--- config.mk ---
export PLATFORM = sky130hd
export DESIGN_NAME = see_far
export DESIGN_NICKNAME = d
export VERILOG_FILES = /design/src/design/assert_macros.svh /design/src/design/see_pkg.sv /design/src/design/see_far.sv
export SDC_FILE = /design/constraint.sdc
export NUM_CORES = 2
export LEC_CHECK = 0
export ABC_CLOCK_PERIOD_IN_PS = 10800
export BUFFER_PORTS_ARGS = -buffer_cell sky130_fd_sc_hd__buf_4
export CORE_ASPECT_RATIO = 1.2
export CORE_MARGIN = 2
export CORE_UTILIZATION = 30
export DETAILED_ROUTE_END_ITERATION = 7
export GPL_ROUTABILITY_DRIVEN = 0
export GPL_TIMING_DRIVEN = 0
export PLACE_DENSITY = 0.47
export SETUP_SLACK_MARGIN = 0.15
export SLEW_MARGIN = 25
export SYNTH_ARGS = -nofsm -noshare
export SYNTH_HDL_FRONTEND = slang
export SYNTH_SLANG_ARGS = --single-unit
--- constraint.sdc ---
create_clock -name clk_i -period 10.8 [get_ports clk_i]
set_clock_uncertainty 0.15 [all_clocks]
set_input_delay 2.16 -clock clk_i [delete_from_list [all_inputs] [get_ports clk_i]]
set_output_delay 2.16 -clock clk_i [all_outputs]
set_load 0.01 [all_outputs]
--- src/design/assert_macros.svh ---
// Assertion macros for the design files; the top level includes them.
`ifndef ASSERT_MACROS_SVH
`define ASSERT_MACROS_SVH
`ifndef SYNTHESIS
`define SEE_ASSERT(label, clk, rstn, prop) \
  label: assert property (@(posedge clk) disable iff (!rstn) prop) else $error("assertion failed");
`define SEE_ASSERT_RST(label, clk, prop) \
  label: assert property (@(posedge clk) prop) else $error("assertion failed");
`else
`define SEE_ASSERT(label, clk, rstn, prop)
`define SEE_ASSERT_RST(label, clk, prop)
`endif
`endif

--- src/design/see_pkg.sv ---
// Package of the silhouette edge extruder: commands, widths, sizes.
`timescale 1ns / 1ps
package see_pkg;
  localparam int unsigned VertexDepth = 1024;
  localparam int unsigned FaceDepth   = 1024;
  localparam int unsigned CoordW      = 32;
  localparam int unsigned IdxW        = 10;
  localparam int unsigned NeighW      = 11;
  localparam int unsigned ScaleW      = 16;
  localparam int unsigned CfgAddrW    = 2;

  localparam logic [1:0] CmdLoadVert = 2'd0;
  localparam logic [1:0] CmdLoadFace = 2'd1;
  localparam logic [1:0] CmdExtrude  = 2'd2;

  localparam logic [CfgAddrW-1:0] RegLightX = 2'd0;
  localparam logic [CfgAddrW-1:0] RegLightY = 2'd1;
  localparam logic [CfgAddrW-1:0] RegLightZ = 2'd2;
  localparam logic [CfgAddrW-1:0] RegScale  = 2'd3;

  typedef struct packed {
    logic [IdxW-1:0] c0, c1, c2;
    logic [NeighW-1:0] n0, n1, n2;
  } face_t;
endpackage

--- src/design/see_far.sv ---
// Far point unit: v + (v - l) * scale, saturated, two register stages.
`timescale 1ns / 1ps
module see_far import see_pkg::*; (
  input  logic                     clk_i,
  input  logic signed [CoordW-1:0] v_i,
  input  logic signed [CoordW-1:0] l_i,
  input  logic        [ScaleW-1:0] scale_i,
  output logic signed [CoordW-1:0] far_o
);
  logic signed [CoordW:0] diff_q, diff_d;
  logic signed [CoordW-1:0] v_q;
  logic signed [CoordW+ScaleW+1:0] prod, sum;
  assign diff_d = {v_i[CoordW-1], v_i} - {l_i[CoordW-1], l_i};
  always_ff @(posedge clk_i) begin
    diff_q <= diff_d;
    v_q <= v_i;
  end
  assign prod = diff_q * $signed({1'b0, scale_i});
  assign sum = prod + {{(ScaleW+2){v_q[CoordW-1]}}, v_q};
  always_ff @(posedge clk_i) begin
    if (sum > $signed({{(ScaleW+2){1'b0}}, 1'b0, {(CoordW-1){1'b1}}}))
      far_o <= {1'b0, {(CoordW-1){1'b1}}};
    else if (sum < $signed({{(ScaleW+2){1'b1}}, 1'b1, {(CoordW-1){1'b0}}}))
      far_o <= {1'b1, {(CoordW-1){1'b0}}};
    else
      far_o <= sum[CoordW-1:0];
  end
endmodule

Word level (Yosys, flattened, before mapping)
Index checks and enable logic that the tools add are counted.
{ "word_totals": {"ff_bits": 97, "input_bits": 81, "output_inout_bits": 32} }
{ "classes": {"add_sub_neg": 2, "multipliers": 1, "order_cmp": 2, "muxes": 1} }
{ "op_table": {"columns": ["operator", "n"], "rows": [
  ["adder 50 bit", 1],
  ["greater-than comparator 50 x 32 -> 1 bit (second input constant)", 1],
  ["less-than comparator 50 x 32 -> 1 bit (second input constant)", 1],
  ["multiplier 33 x 17 -> 50 bit", 1],
  ["subtractor 32 x 32 -> 33 bit", 1],
  ["2-to-1 mux 32 bit", 1]
]} }

Longest topological paths before layout
{ "logic_depth": {"depth_word": 4, "mapped_depth": 29} }

Worst setup path after synthesis
OpenSTA, ideal clock, no wires.
{ "synth_path": {"path_kind": "input port to flip-flop", "start": "input port scale_i[2]", "end": "register far_o[1]", "setup_time_ns": 0.057, "arrival_time_ns": 8.731, "required_ns": 10.593, "setup_slack_ns": 1.862, "stages": 27, "n_path_buf": 3, "path_cell_list": "clkbuf_1 > nand2_1 > inv_1 > fa_1 > fa_1 > fa_1 > inv_1 > fa_1 > inv_1 > fa_1 > inv_1 > fa_1 > inv_1 > ha_1 > clkbuf_1 > nand4_1 > nand2b_1 > nor3b_1 > and3_1 > a211o_1 > a31oi_1 > and2_1 > nand4b_1 > or4_4 > o21ai_4 > buf_6 > a21o_1"} }
{ "synth_via": {"elab_chain_cells": 4} }
{ "synth_rtl": {"columns": ["element", "line_no", "rtl"], "rows": [
  ["start: declaration", "see_far.sv:7", "input logic [ScaleW-1:0] scale_i,"],
  ["multiplier 33 x 17 -> 50 bit (*)", "see_far.sv:18", "assign prod = diff_q * $signed({1'b0, scale_i});"],
  ["adder 50 bit (*)", "see_far.sv:19", "assign sum = prod + {{(ScaleW+2){v_q[CoordW-1]}}, v_q};"],
  ["less-than comparator 50 x 32 -> 1 bit", "see_far.sv:23", "else if (sum < $signed({{(ScaleW+2){1'b1}}, 1'b1, {(CoordW-1){1'b0}}}))"],
  ["2-to-1 mux 32 bit", "see_far.sv:23", null],
  ["end signal: assignment", "see_far.sv:22", "far_o <= {1'b0, {(CoordW-1){1'b1}}};"],
  ["end signal: assignment", "see_far.sv:24", "far_o <= {1'b1, {(CoordW-1){1'b0}}};"],
  ["end signal: assignment", "see_far.sv:26", "far_o <= sum[CoordW-1:0];"],
  ["end: declaration", "see_far.sv:8", "output logic signed [CoordW-1:0] far_o"]
]} }
Mark *: on every way between the ends. The rest lies on a longest branch, timed or not.
A chain may end at the register's enable or synchronous reset.

Final worst setup path
{ "layout_path": {"start": "input port scale_i[12]", "end": "register far_o[10]"} }
Same word-level chain as after synthesis.

==> out/results.tsv <==
metric	value	unit
hp-start	v_q[0]$_DFF_P_	
cts.clk_slew.worst_paths	70	ps
grt_max_degree	18	
finalCriticalPeriod	10240	ps
grt_pass1_wl	118000	µm
crit_required	10930	ps
clock-sinks	97	
wl_per_cell	19.6	µm
synth_async_sr_flop_share	0	
finalSetupViolations	0	
nets	3588	
ant_nets	0	
clk_path_buf_depth	2	
first_pass_iters	5	
ys.flop_type	dfxtp_1	
initial_utilization	0.302	
antenna_found_initial	4	
die_w	262	µm
synth_seq_cells	97	
start_kind	input port	
drive_gt1_frac	0.0588	
max_cap_violations	0	
hold_depth	2	
critPathKind	in2reg	
htree_levels	3	
std_cell_rows	113	
core	0.0790	mm²
avgSynthCellArea	8.87	µm²
finalSetupTns	0	ps
dp_hpwl	65000	µm
drc	0	
period_share	0.948	
via_per_inst	4.59	
slew_headroom	0.345	
yosysWarningCount	0	
vias	17700	
cp.arrival	10370	ps
rr_startpoint	diff_q[22]$_DFF_P_	
io_pins	113	
clk_latency	400	ps
grt_use_total	0.196	
seq_area_frac_synth	0.0813	
drt_iter0_drc	920	
worstRegToRegCells	24	
fp.dieH	313	µm
io_buffers	112	
cp_max_fo	10	
yosysUniqueCellTypes	77	
cts_root_buffer	clkbuf_16	
syn_inst	2695	
drv_slew	0	
setup.worst_path.end_class	flip-flop	
min_path_type	reg2reg	
die-area	0.0819	mm²
grt_pass1_vias	19600	
hold_violations	0	
max_clock_freq	97.7	MHz
status	complete, no violations	
synth-edff-count	0	
cp-startpoint	scale_i[12]	
synth_area	0.0239	mm²
worstMarginPinSlew	983	ps
cts_inserted_buffers	9	
cts_tree	done	
rsz0062_at_grt	false	
grt_overflow	0	
syn_nets	3465	
drt_wl_total	75500	µm
areaGrowthSynthToFinish	10.2	%
-- layout make-up --
class	instances	area, µm²
buffer	109	462
sequential	97	1940
fill	8391	52700
clock inverter	6	75.1
inverter	720	2700
clock buffer	9	225
tap	1035	1290
antenna	1	2.50
timing repair buffer	112	841
multi-input combinational	1769	18800
-- kinds of logic (layout without fill, tap and decap cells) --
kind of cell	Yosys count	in the layout	synth area share
compound gates	274	274	0.0780
xor+xnor	69	69	0.0253
fa+ha+maj	689	689	0.529
buf+inv	829	956	0.132
flops	97	97	0.0813
mux	2	2	0.000890
other cells	0	1	0
simple gates	735	735	0.153
-- metal layers --
layer  track usage  share of wire  vias to the layer above
met5             0              0                        -
li1              -              -                     8179
met4        0.0646          0.035                        0
met2         0.366           0.54                      355
met1         0.231           0.39                     9091
met3        0.0205          0.034                       78
-- metrics by stage --
stage          hold WS [ps]  setup WS [ps]  area [µm²]  instances   util
5_1_grt                 565            229       26300       3857  0.333
3_5_place_dp            532           64.2       26000       3842  0.329
6_report                498            563       26300       3858  0.333
3_3_place_gp            535           15.1       26000       3842  0.329
2_1_floorplan           376           1860       23900       2695      -
4_1_cts                 548            462       26300       3857  0.333
-- sequential cells by signal (all words and copies together) (netlist names) --
name / cells
diff_q: 33
far_o: 32
v_q: 32
-- synthesized netlist by cell type (3+ instances only) --
master	number	area [µm²]
o21ai_1	3	15.0
nand2b_1	9	56.3
ha_1	152	1900
nor2_1	41	154
clkbuf_1	93	349
o31ai_1	3	22.5
buf_2	8	40.0
a21oi_1	78	390
buf_4	3	22.5
nor3_1	21	105
o21bai_1	11	82.6
fa_1	537	10800
xor2_1	17	149
and3_1	6	37.5
nand2_1	351	1320
a211oi_1	7	52.6
or3_1	6	37.5
xnor2_1	52	455
and4_1	3	26.3
nand3_1	15	75.1
and2_1	238	1490
inv_1	720	2700
o21ai_0	37	185
nor4_1	3	18.8
a31oi_1	9	56.3
dfxtp_1	97	1940
o21a_1	11	82.6
o211ai_1	7	52.6
o41ai_1	4	35.0
a21boi_0	5	37.5
buf_6	4	45.0
a21o_1	64	480
nor2b_1	7	43.8
or4_1	3	22.5
nand4_1	16	100
-- cells in the final DEF (no fill, tap or decap), types with 9 or more instances in the layout --
| cell | instances |
|---|---|
| a21o_1 | 64 |
| o21bai_1 | 11 |
| dfxtp_1 | 97 |
| nor2_1 | 41 |
| nand2b_1 | 9 |
| buf_4 | 115 |
| and2_1 | 238 |
| fa_1 | 537 |
| ha_1 | 152 |
| xnor2_1 | 52 |
| o21ai_0 | 37 |
| o21a_1 | 11 |
| nand3_1 | 15 |
| nor3_1 | 21 |
| xor2_1 | 17 |
| a31oi_1 | 9 |
| nand4_1 | 16 |
| nand2_1 | 351 |
| clkbuf_16 | 9 |
| clkbuf_1 | 93 |
| inv_1 | 720 |
| a21oi_1 | 77 |
-- path summary, 6_finish.rpt --
check	slack [ps]	to
max	560	far_o[10]$_SDFF_PN1_
min reg2reg	500	far_o[0]$_SDFF_PN1_
max reg2reg	2110	far_o[10]$_SDFF_PN1_
min	500	far_o[0]$_SDFF_PN1_
-- critical path: stages --
cell and delay (ps):
buf_4 180, clkbuf_1 730, nand2_1 170, fa_1 530, inv_1 50, fa_1 470, fa_1 570, fa_1 530
fa_1 540, inv_1 50, fa_1 630, inv_1 70, ha_1 410, a21oi_1 220, o21ai_0 130, a32oi_1 310
or2b_1 300, a211oi_2 500, o31ai_4 160, a221o_1 370, a2111o_1 420, nand3_1 270, a21oi_2 150, buf_2 220
a21o_1 170
-- repair_timing --
item	in CTS	in global routing
resized for setup	0	1
setup buffers	0	0
hold buffers	0	0
setup endpoints to repair	0	30
Power is not shown: default switching activity piles up to over one toggle a cycle in this logic, so the estimate is an artifact.
